===== src/design/adsud_pkg.sv =====
// Package for the advertising-data service UUID detector.
// Shared types, structure-type codes, register indexes and reset values.
// No dependencies.
`default_nettype none

package adsud_pkg;

    // Advertising-data structure type codes
    localparam logic [7:0] TYPE_SERVICE_DATA = 8'h16;
    localparam logic [7:0] TYPE_LIST_PARTIAL = 8'h02;
    localparam logic [7:0] TYPE_LIST_FULL    = 8'h03;

    // Configuration register indexes
    localparam int unsigned CFG_IDX_W = 1;
    localparam logic [CFG_IDX_W-1:0] CFG_UUID_A = 1'b0;
    localparam logic [CFG_IDX_W-1:0] CFG_UUID_B = 1'b1;

    // Register reset values
    localparam logic [15:0] UUID_A_RESET = 16'hFE2C;
    localparam logic [15:0] UUID_B_RESET = 16'hFEF3;

    // Per-byte outcome from the parser to the result stage
    typedef struct packed {
        logic done;   // buffer ends with this byte
        logic found;  // matching UUID in a completed structure
    } parse_res_t;

endpackage : adsud_pkg

`default_nettype wire


===== src/design/ad_service_uuid_detector_core.sv =====
// Advertising-data service UUID detector, top level.
// The result is registered in the output register when the last byte is taken.
// Throughput: one byte per cycle; a byte is held off only while a result sits in
// the output register and m_tready is low.
// Reset (rst_n, asynchronous): parser idle, UUIDs 0xFE2C / 0xFEF3, no result pending.
// Depends on adsud_pkg and adsud_parser.
`default_nettype none

module ad_service_uuid_detector_core (
    input  wire logic                              clk,
    input  wire logic                              rst_n,
    // byte stream
    input  wire logic                              s_tvalid,
    output      logic                              s_tready,
    input  wire logic [7:0]                        s_tdata,   // [7:0] data_byte
    input  wire logic                              s_tlast,   // last_byte
    // result stream
    output      logic                              m_tvalid,
    input  wire logic                              m_tready,
    output      logic [7:0]                        m_tdata,   // [0] service_found, [7:1] zero
    // configuration writes
    input  wire logic                              cfg_valid,
    output      logic                              cfg_ready,
    input  wire logic [adsud_pkg::CFG_IDX_W-1:0]   cfg_index,
    input  wire logic [15:0]                       cfg_data
);
    import adsud_pkg::*;

    logic [15:0] uuid_a_q_reg;
    logic [15:0] uuid_b_q_reg;
    logic        out_valid_reg;
    logic        out_found_reg;
    logic        byte_take;
    parse_res_t  res;

    assign cfg_ready = 1'b1;
    assign s_tready  = !out_valid_reg || m_tready;
    assign byte_take = s_tvalid && s_tready;

    // Configuration registers
    always_ff @(posedge clk or negedge rst_n)
    begin
        if (!rst_n)
        begin
            uuid_a_q_reg <= UUID_A_RESET;
            uuid_b_q_reg <= UUID_B_RESET;
        end
        else if (cfg_valid)
        begin
            unique case (cfg_index)
                CFG_UUID_A: uuid_a_q_reg <= cfg_data;
                CFG_UUID_B: uuid_b_q_reg <= cfg_data;
                default:
                begin
                end
            endcase
        end
    end

    adsud_parser u_parser (
        .clk       (clk),
        .rst_n     (rst_n),
        .byte_take (byte_take),
        .data_byte (s_tdata),
        .last_byte (s_tlast),
        .uuid_a    (uuid_a_q_reg),
        .uuid_b    (uuid_b_q_reg),
        .res       (res)
    );

    // Output register
    always_ff @(posedge clk or negedge rst_n)
    begin
        if (!rst_n)
        begin
            out_valid_reg <= 1'b0;
            out_found_reg <= 1'b0;
        end
        else
        begin
            if (byte_take && res.done)
            begin
                out_valid_reg <= 1'b1;
                out_found_reg <= res.found;
            end
            else if (m_tready)
                out_valid_reg <= 1'b0;
        end
    end

    assign m_tvalid = out_valid_reg;
    assign m_tdata  = {7'd0, out_found_reg};

endmodule : ad_service_uuid_detector_core

`default_nettype wire


===== src/design/adsud_parser.sv =====
// Length/type/payload walker for one advertising-data buffer.
// Holds the parse state and reports the found flag on the last byte.
// Depends on adsud_pkg.
`default_nettype none

module adsud_parser (
    input  wire logic               clk,
    input  wire logic               rst_n,
    input  wire logic               byte_take,
    input  wire logic [7:0]         data_byte,
    input  wire logic               last_byte,
    input  wire logic [15:0]        uuid_a,
    input  wire logic [15:0]        uuid_b,
    output adsud_pkg::parse_res_t   res
);
    import adsud_pkg::*;

    typedef enum logic [1:0] {
        PH_LENGTH,
        PH_TYPE,
        PH_PAYLOAD,
        PH_STOPPED
    } phase_t;

    phase_t      phase_reg, phase_next;
    logic [7:0]  bytes_left_reg, bytes_left_next;
    logic [7:0]  field_type_reg, field_type_next;
    logic [7:0]  offset_reg, offset_next;
    logic [7:0]  low_byte_reg, low_byte_next;
    logic        pending_reg, pending_next;
    logic        found_reg, found_next;

    logic [7:0]  left_dec;
    logic [15:0] word;
    logic        checked;

    assign left_dec = bytes_left_reg - 8'd1;
    assign word     = {data_byte, low_byte_reg};

    // UUID word is compared in lists, and in service data only as the first word
    always_comb
    begin
        checked = 1'b0;
        if (field_type_reg == TYPE_SERVICE_DATA && offset_reg == 8'd1)
            checked = 1'b1;
        if (field_type_reg == TYPE_LIST_PARTIAL || field_type_reg == TYPE_LIST_FULL)
            checked = 1'b1;
    end

    // Next parse state for the incoming byte
    always_comb
    begin
        phase_next      = phase_reg;
        bytes_left_next = bytes_left_reg;
        field_type_next = field_type_reg;
        offset_next     = offset_reg;
        low_byte_next   = low_byte_reg;
        pending_next    = pending_reg;
        found_next      = found_reg;
        unique case (phase_reg)
            PH_LENGTH:
            begin
                if (data_byte == 8'd0)
                    phase_next = PH_STOPPED;
                else
                begin
                    bytes_left_next = data_byte;
                    phase_next      = PH_TYPE;
                end
            end
            PH_TYPE:
            begin
                field_type_next = data_byte;
                offset_next     = 8'd0;
                pending_next    = 1'b0;
                bytes_left_next = left_dec;
                if (left_dec == 8'd0)
                    phase_next = PH_LENGTH;
                else
                    phase_next = PH_PAYLOAD;
            end
            PH_PAYLOAD:
            begin
                if (!offset_reg[0])
                    low_byte_next = data_byte;
                else if (checked && (word == uuid_a || word == uuid_b))
                    pending_next = 1'b1;
                offset_next     = offset_reg + 8'd1;
                bytes_left_next = left_dec;
                // structure complete: commit its match
                if (left_dec == 8'd0)
                begin
                    found_next   = found_reg | pending_next;
                    pending_next = 1'b0;
                    phase_next   = PH_LENGTH;
                end
            end
            PH_STOPPED:
            begin
            end
            default:
            begin
            end
        endcase
    end

    assign res.done  = last_byte;
    assign res.found = found_next;

    // State update; last byte returns the parser to its reset state
    always_ff @(posedge clk or negedge rst_n)
    begin
        if (!rst_n)
        begin
            phase_reg      <= PH_LENGTH;
            bytes_left_reg <= 8'd0;
            field_type_reg <= 8'd0;
            offset_reg     <= 8'd0;
            low_byte_reg   <= 8'd0;
            pending_reg    <= 1'b0;
            found_reg      <= 1'b0;
        end
        else if (byte_take)
        begin
            if (last_byte)
            begin
                phase_reg      <= PH_LENGTH;
                bytes_left_reg <= 8'd0;
                field_type_reg <= 8'd0;
                offset_reg     <= 8'd0;
                low_byte_reg   <= 8'd0;
                pending_reg    <= 1'b0;
                found_reg      <= 1'b0;
            end
            else
            begin
                phase_reg      <= phase_next;
                bytes_left_reg <= bytes_left_next;
                field_type_reg <= field_type_next;
                offset_reg     <= offset_next;
                low_byte_reg   <= low_byte_next;
                pending_reg    <= pending_next;
                found_reg      <= found_next;
            end
        end
    end

endmodule : adsud_parser

`default_nettype wire

===== config.mk =====
export PLATFORM = sky130hd
export DESIGN_NAME = ad_service_uuid_detector_core
export DESIGN_NICKNAME = d
export VERILOG_FILES = /design/src/design/adsud_pkg.sv /design/src/design/ad_service_uuid_detector_core.sv /design/src/design/adsud_parser.sv
export SDC_FILE = /design/constraint.sdc
export NUM_CORES = 1
export LEC_CHECK = 0
export ABC_AREA = 1
export BUFFER_PORTS_ARGS = -buffer_cell sky130_fd_sc_hd__buf_2
export CAP_MARGIN = 20
export CORE_UTILIZATION = 45
export CTS_BUF_LIST = sky130_fd_sc_hd__clkbuf_4 sky130_fd_sc_hd__clkbuf_8
export DETAILED_ROUTE_END_ITERATION = 6
export GPL_ROUTABILITY_DRIVEN = 0
export GPL_TIMING_DRIVEN = 0
export PLACE_DENSITY_LB_ADDON = 0.3
export SYNTH_ARGS = -nofsm -noshare
export SYNTH_HDL_FRONTEND = slang
export SYNTH_SLANG_ARGS = --single-unit
export TNS_END_PERCENT = 30

===== constraint.sdc =====
create_clock -name clk -period 1.7 [get_ports clk]
set_clock_uncertainty 0.05 [all_clocks]
set_input_delay 0.34 -clock clk [delete_from_list [all_inputs] [get_ports clk]]
set_output_delay 0.34 -clock clk [all_outputs]
set_load 0.1 [all_outputs]

==> out/results.txt, run 1 <==
Area Growth Syn to Fin - 22.9%
hpwl dp - 6.45 mm
Final period util - 100%
NumNets Final - 655
placed cells - 694
worst-path cell chain - inv_2, ha_2, inv_2, a31oi_4, inv_2, nor2_1, a21oi_1, o21a_1
hold slack final - 54.6 ps
Final Util - 58.3%
Yosys reg bits - 70
CP startpoint - u_parser.phase_reg[1]$_DFFE_PN0P_
PortBufs - 33
total DRC errors in the routed layout - 0
Leakage - 2.51 nW
Comb pwr share - 38.4%
Final TNS setup - -0.306 ps
post-layout min period - 1700 ps
CTS tree - built
Max FO, Critical Path - 4
initial antenna violation count - 0
non-filler cells in the finished layout - 727
Clock Sinks - 70
outcome - finished with violations
core area - 8380 µm²
Die Y - 96.0 µm
largest net degree at the start of global routing - 71
IO Pins - 42
WP buf/inv - 3
syn_area_per_cell - 7.23 µm²
Die X - 96.0 µm
Internal - 4.21 mW
sequential power share - 35.0%
antenna diode count - 0
Critical Path RT - 1890 ps
endpoints failing hold - 0
max-slew violations - 0
sequential element share of the synthesized area - 44.7%
largest stage delay on the critical path - 410 ps
Tot Pwr - 6.70 mW
global route total overflow - 0
clock-pin slew on the worst setup and hold paths - 80 ps
WL final - 9.40 mm
fin area - 4890 µm²
cts bufs inserted - 9
total die area - 9220 µm²
RSZ-0062 raised after global routing - yes
CTS Root Buffer Type - clkbuf_8
NetSw - 2.49 mW
vias - 3532
detail-routed net length per standard cell - 12.9 µm
Max-Cap Viols - 0
Net Sw Frac - 37.1%
cells after synthesis - 550
Worst setup SP type - register
Place WS - -164 ps
crit end category - register
relative slew slack - 42.0%
H-tree depth - 3
Skew-Pair Late Insertion Delay - 340 ps
CP max-delay cell - dfrtp_1
share of cells above drive strength 1 - 26.7%
failing checks - negative setup slack
Overall Global Routing Usage - 21.6%
Clock Path Buffers - 2
Setup CP Type - register to register
Final WS setup - -0.306 ps
via/cell ratio - 4.86
synth warn - 0
Clock power frac - 26.7%
DRT antenna net count - 0
Yosys cell types - 34
final setup vio count - 1
Cell Area, Synth - 3980 µm²
Max IR drop VDD - 509 µV
first-pass GRT wire length - 15.1 mm
Rows - 33
fmax - 0.588 GHz
Worst EP arrival - 1890 ps
Iteration-0 DRC Markers - 194
Worst Max-Slew Pin Slew - 870 ps
Initial Utilization - 47.5%
R2R Path Start - u_parser.phase_reg[1]$_DFFE_PN0P_
router iterations before antenna repair - 5
PD cells - 1370 nW/µm²
DP Area - 4340 µm²
critical path's top delay family - compound AO/OA/AOI/OAI gates
Tightest Hold Check Type - primary input to async pin
number of global-route vias before repair - 3285
CP most frequent cell - inv_2
-- final cells by class --
cell class / count / area, µm²
Buffer: 19 / 119
Clock buffer: 10 / 131
Clock inverter: 6 / 135
Fill cell: 737 / 3490
Inverter: 94 / 355
Multi-Input combinational cell: 373 / 1930
Sequential cell: 70 / 1790
Tap cell: 105 / 131
Timing Repair Buffer: 50 / 298
-- worst reg2reg max path: stages, from the launching register on --
cell,delay (ps)
dfrtp_1,410
inv_2,90
ha_2,190
inv_2,60
a31oi_4,230
inv_2,100
nor2_1,280
a21oi_1,70
o21a_1,120
-- power groups by stage --
stage | registers [mW] | logic, mW | clock network (mW)
detailed placement | 2.33 | 1.93 | 0
global route | 2.38 | 2.85 | 1.90
finish | 2.34 | 2.57 | 1.79
global placement | 2.32 | 1.86 | 0
floorplan | 2.28 | 1.51 | 0
CTS | 2.32 | 2.08 | 1.81
-- Yosys cell counts --
library cell	count	area, µm²
nor2_2	5	31.3
dfstp_2	23	604
nand3_1	7	35.0
a22oi_1	1	7.51
o22ai_1	6	37.5
inv_2	5	18.8
o21a_1	1	7.51
buf_4	9	67.6
nand2_2	5	31.3
nand2_1	187	702
inv_1	89	334
xor2_2	1	16.3
nor3_1	4	20.0
nor3_2	1	10.0
o31ai_2	1	12.5
mux2_2	5	56.3
a31oi_4	1	21.3
buf_2	3	15.0
o21ai_1	5	25.0
nor3b_1	1	7.51
nand2_4	2	22.5
a21oi_1	10	50.1
conb_1	2	7.51
nor2_1	49	184
nor4_1	1	6.26
clkbuf_1	6	22.5
nand4_1	3	18.8
xor2_1	5	43.8
o21ai_0	55	275
ha_1	7	87.6
buf_1	1	3.75
nor3b_2	1	12.5
dfrtp_1	47	1180
a211oi_1	1	7.51
-- worst paths after layout --
path | end | slack, ps | depth (start not counted)
max in group asynchronous | m_tvalid$_DFFE_PN0P_ | 880 | 1
max | u_parser.offset_reg[6]$_DFFE_PN0P_ | -0.3 | 8
min reg2reg | out_found_reg$_DFFE_PN0P_ | 440 | 2
min in group clk | uuid_a_q_reg[10]$_DFFE_PN1P_ | 180 | 3
min | u_parser.bytes_left_reg[5]$_DFFE_PN0P_ | 50 | 1
max reg2reg | u_parser.offset_reg[6]$_DFFE_PN0P_ | -0.3 | 8
-- cell families after synthesis --
kind of cell,count (synthesis),synth area share [%]
other cells,2,0.189
buf+inv,113,11.6
xor+xnor,6,1.51
fa+ha+maj,7,2.20
compound gates,81,11.2
flops,70,44.7
mux,5,1.41
simple gates,266,27.2
-- layout by cell type (no fill, tap or decap), drive strengths merged, types with 5 or more instances in the layout --
cell / instances
inv: 94
dfstp: 23
buf: 63
xor2: 6
nor2: 54
clkbuf: 16
nor3: 5
o21ai: 60
dfrtp: 47
conb: 8
mux2: 5
a21oi: 10
ha: 7
nand3: 7
o22ai: 6
nand2: 194
-- layer usage --
| metal | track usage, % | vias up | part of all wire [%] |
|---|---|---|---|
| met5 | 0 | - | 0 |
| met4 | 6.22 | 0 | 1.1 |
| met3 | 5.29 | 10 | 3.7 |
| met2 | 36.7 | 71 | 50 |
| met1 | 27.3 | 1646 | 45 |
| li1 | - | 1805 | - |
-- what timing repair did --
| item | 4_1_cts | 5_1_grt |
|---|---|---|
| pin swaps | 3 | 22 |
| hold buffers | 0 | 0 |
| gates resized for setup | 16 | 38 |
| endpoints found under the setup margin | 28 | 29 |
| buffers inserted | 4 | 13 |
No activity file was read; power rests on OpenSTA's default activity.
==> run 2: changes to the inputs <==
- clock period: 1.7 -> 2.1 ns (I/O delays scaled with it)
==> run 2 against run 1 <==
The flow now finishes without violations. Clock-buffer cell count is 5 higher. Combinational power decreased by 40%. Via count fell by 4.8%. Maximum frequency is 8.6% lower. Highest routed layer unchanged. Worst hold slack improved by 73 ps. Critical path type unchanged. Critical endpoint is now u_parser.bytes_left_reg[3]$_DFFE_PN0P_. First-iteration DRC count shrank 30%. Largest cell class is now sequential cells.
==> out/results.txt, run 2 (synthesis results as in run 1) <==
outcome - finished, final reports clean (was finished with violations)
Rows - 33 (unchanged)
worst-path cell chain - inv_1, ha_1, nor2_1, inv_1, o21ai_0, inv_1, nand2_1, nor2_2, inv_2, o21ai_0 (was inv_2, ha_2, inv_2, a31oi_4, inv_2, nor2_1, a21oi_1, o21a_1)
Reg2Reg Depth - 10 (was 8)
NumNets Final - 638 (was 655)
router iterations before antenna repair - 4 (was 5)
Final period util - 88.6% (was 100%)
critical path's top delay family - flip-flops (was compound AO/OA/AOI/OAI gates)
Max IR drop VDD - 525 µV (was 509 µV)
largest stage delay on the critical path - 380 ps (was 410 ps)
Setup CP Type - register to register (unchanged)
cts bufs inserted - 9 (unchanged)
crit end category - register (unchanged)
postcts setup bufs - 0 (was 4)
flop-to-flop setup slack - 240 ps (was -0.3 ps)
first-pass GRT wire length - 14.7 mm (was 15.1 mm)
CTS Hold Buffers Added - 0 (unchanged)
Max FO, Critical Path - 7 (was 4)
final setup vio count - 0 (was 1)
Die X - 96.0 µm (unchanged)
endpoints failing hold - 0 (unchanged)
relative slew slack - 41.8% (was 42.0%)
cts repair resizes - 0 (was 16)
global route total overflow - 0 (unchanged)
Worst Max-Slew Pin Slew - 872 ps (was 870 ps)
CP most frequent cell - inv_1 (was inv_2)
initial antenna violation count - 0 (unchanged)
total die area - 9220 µm² (unchanged)
Tightest Hold Check Type - primary input to async pin (unchanged)
WP buf/inv - 4 (was 3)
max-slew violations - 0 (unchanged)
metal2 WL - 4.15 mm (was 4.75 mm)
via/cell ratio - 4.74 (was 4.86)
hpwl dp - 6.31 mm (was 6.45 mm)
RR Endpoint - u_parser.bytes_left_reg[3]$_DFFE_PN0P_ (was u_parser.offset_reg[6]$_DFFE_PN0P_)
commonest non-fill, non-tap cell in the layout - nand2_1 (unchanged)
RSZ-0062 raised after global routing - no (was yes)
PortBufs - 33 (unchanged)
CTS tree - built (unchanged)
detail-routed net length per standard cell - 12.1 µm (was 12.9 µm)
fillers - 813 (was 737)
most frequent cells in the layout - 187 x nand2_1, 89 x inv_1, 55 x o21ai_0, 49 x nor2_1, 46 x dfrtp_1 (was 180 x nand2_1, 79 x inv_1, 52 x o21ai_0, 45 x dfrtp_1, 44 x nor2_1)
Worst EP arrival - 2020 ps (was 1890 ps)
DRT antenna net count - 0 (unchanged)
clock-pin slew on the worst setup and hold paths - 70 ps (was 80 ps)
vias - 3364 (was 3532)
Max-Cap Viols - 0 (unchanged)
Clock Sinks - 70 (unchanged)
core area - 8380 µm² (unchanged)
Clock Path Buffers - 2 (unchanged)
number of global-route vias before repair - 3254 (was 3285)
Final TNS setup - 0 ps (was -0.306 ps)
Critical Path RT - 2260 ps (was 1890 ps)
IO Pins - 42 (unchanged)
share of cells above drive strength 1 - 18.5% (was 26.7%)
PD cells - 1010 nW/µm² (was 1370 nW/µm²)
Iteration-0 DRC Markers - 135 (was 194)
DP Area - 4300 µm² (was 4340 µm²)
Die Y - 96.0 µm (unchanged)
Overall Global Routing Usage - 21.0% (was 21.6%)
fmax - 0.538 GHz (was 0.588 GHz)
Initial Utilization - 47.5% (unchanged)
Worst setup SP type - register (unchanged)
fin area - 4510 µm² (was 4890 µm²)
WL met3 - 279 µm (was 351 µm)
CP startpoint - u_parser.phase_reg[0]$_DFFE_PN0P_ (was u_parser.phase_reg[1]$_DFFE_PN0P_)
CTS Root Buffer Type - clkbuf_8 (unchanged)
largest net degree at the start of global routing - 71 (unchanged)
Area Growth Syn to Fin - 13.4% (was 22.9%)
R2R Path Start - u_parser.phase_reg[0]$_DFFE_PN0P_ (was u_parser.phase_reg[1]$_DFFE_PN0P_)
antenna diode count - 0 (unchanged)
Leakage - 2.38 nW (was 2.51 nW)
CP max-delay cell - dfrtp_1 (unchanged)
WL final - 8.60 mm (was 9.40 mm)
highest metal used - met4 (unchanged)
post-layout min period - 1860 ps (was 1700 ps)
Skew-Pair Late Insertion Delay - 350 ps (was 340 ps)
H-tree depth - 3 (unchanged)
M1 WL - 4.09 mm (was 4.20 mm)
total DRC errors in the routed layout - 0 (unchanged)
run 2: cell type report:
cell class,count,area [µm²],share of cell area (%)
Inverter,94,353,7.82
Multi-Input combinational cell,373,1760,39.0
Sequential cell,70,1780,39.5
Clock buffer,15,181,4.02
Buffer,19,109,2.41
Tap cell,105,131,2.91
Timing Repair Buffer,33,168,3.72
Clock inverter,1,30.0,0.665
run 2: power breakdown:
group          switching, mW  internal [mW]  leakage [nW]
combinational           1.00          0.545          1.41
clock                  0.477          0.668         0.112
sequential             0.222           1.65         0.855
run 2: layer usage:
layer / track usage [%] / vias to the layer above
met1: 26.6 / 1533
met5: 0 / -
met4: 5.35 / 0
met3: 5.06 / 10
li1: - / 1761
met2: 36.1 / 60
run 2: worst max-delay path by stage:
stage	cells past startpoint	slack, ps	endpoint
after global placement	1	90	m_tvalid$_DFFE_PN0P_
final	10	240	u_parser.bytes_left_reg[3]$_DFFE_PN0P_
after floorplan	8	130	u_parser.offset_reg[3]$_DFFE_PN0P_
after detailed placement	6	260	u_parser.low_byte_reg[0]$_DFFE_PN0P_
after global routing	7	50	u_parser.low_byte_reg[6]$_DFFE_PN0P_
after CTS	7	240	u_parser.low_byte_reg[7]$_DFFE_PN0P_
run 2: worst reg2reg max path: stages (launching register included):
cell and delay, ps:
dfrtp_1 380, inv_1 70, ha_1 380, nor2_1 110, inv_1 50, o21ai_0 130, inv_1 80, nand2_1 180
nor2_2 80, inv_2 120, o21ai_0 100
run 2: metrics by stage:
stage / setup WS, ps / util, % / cells / hold slack [ps] / power [mW]
final: 240 / 53.8 / 710 / 128 / 4.57
after global routing: 50.9 / 53.8 / 710 / 209 / 4.92
after CTS: 236 / 53.8 / 710 / 171 / 4.60
after detailed placement: 262 / 51.3 / 694 / 426 / 3.42
after global placement: 88.8 / 51.3 / 694 / 415 / 3.37
after floorplan: 132 / - / 556 / 74.4 / 3.06
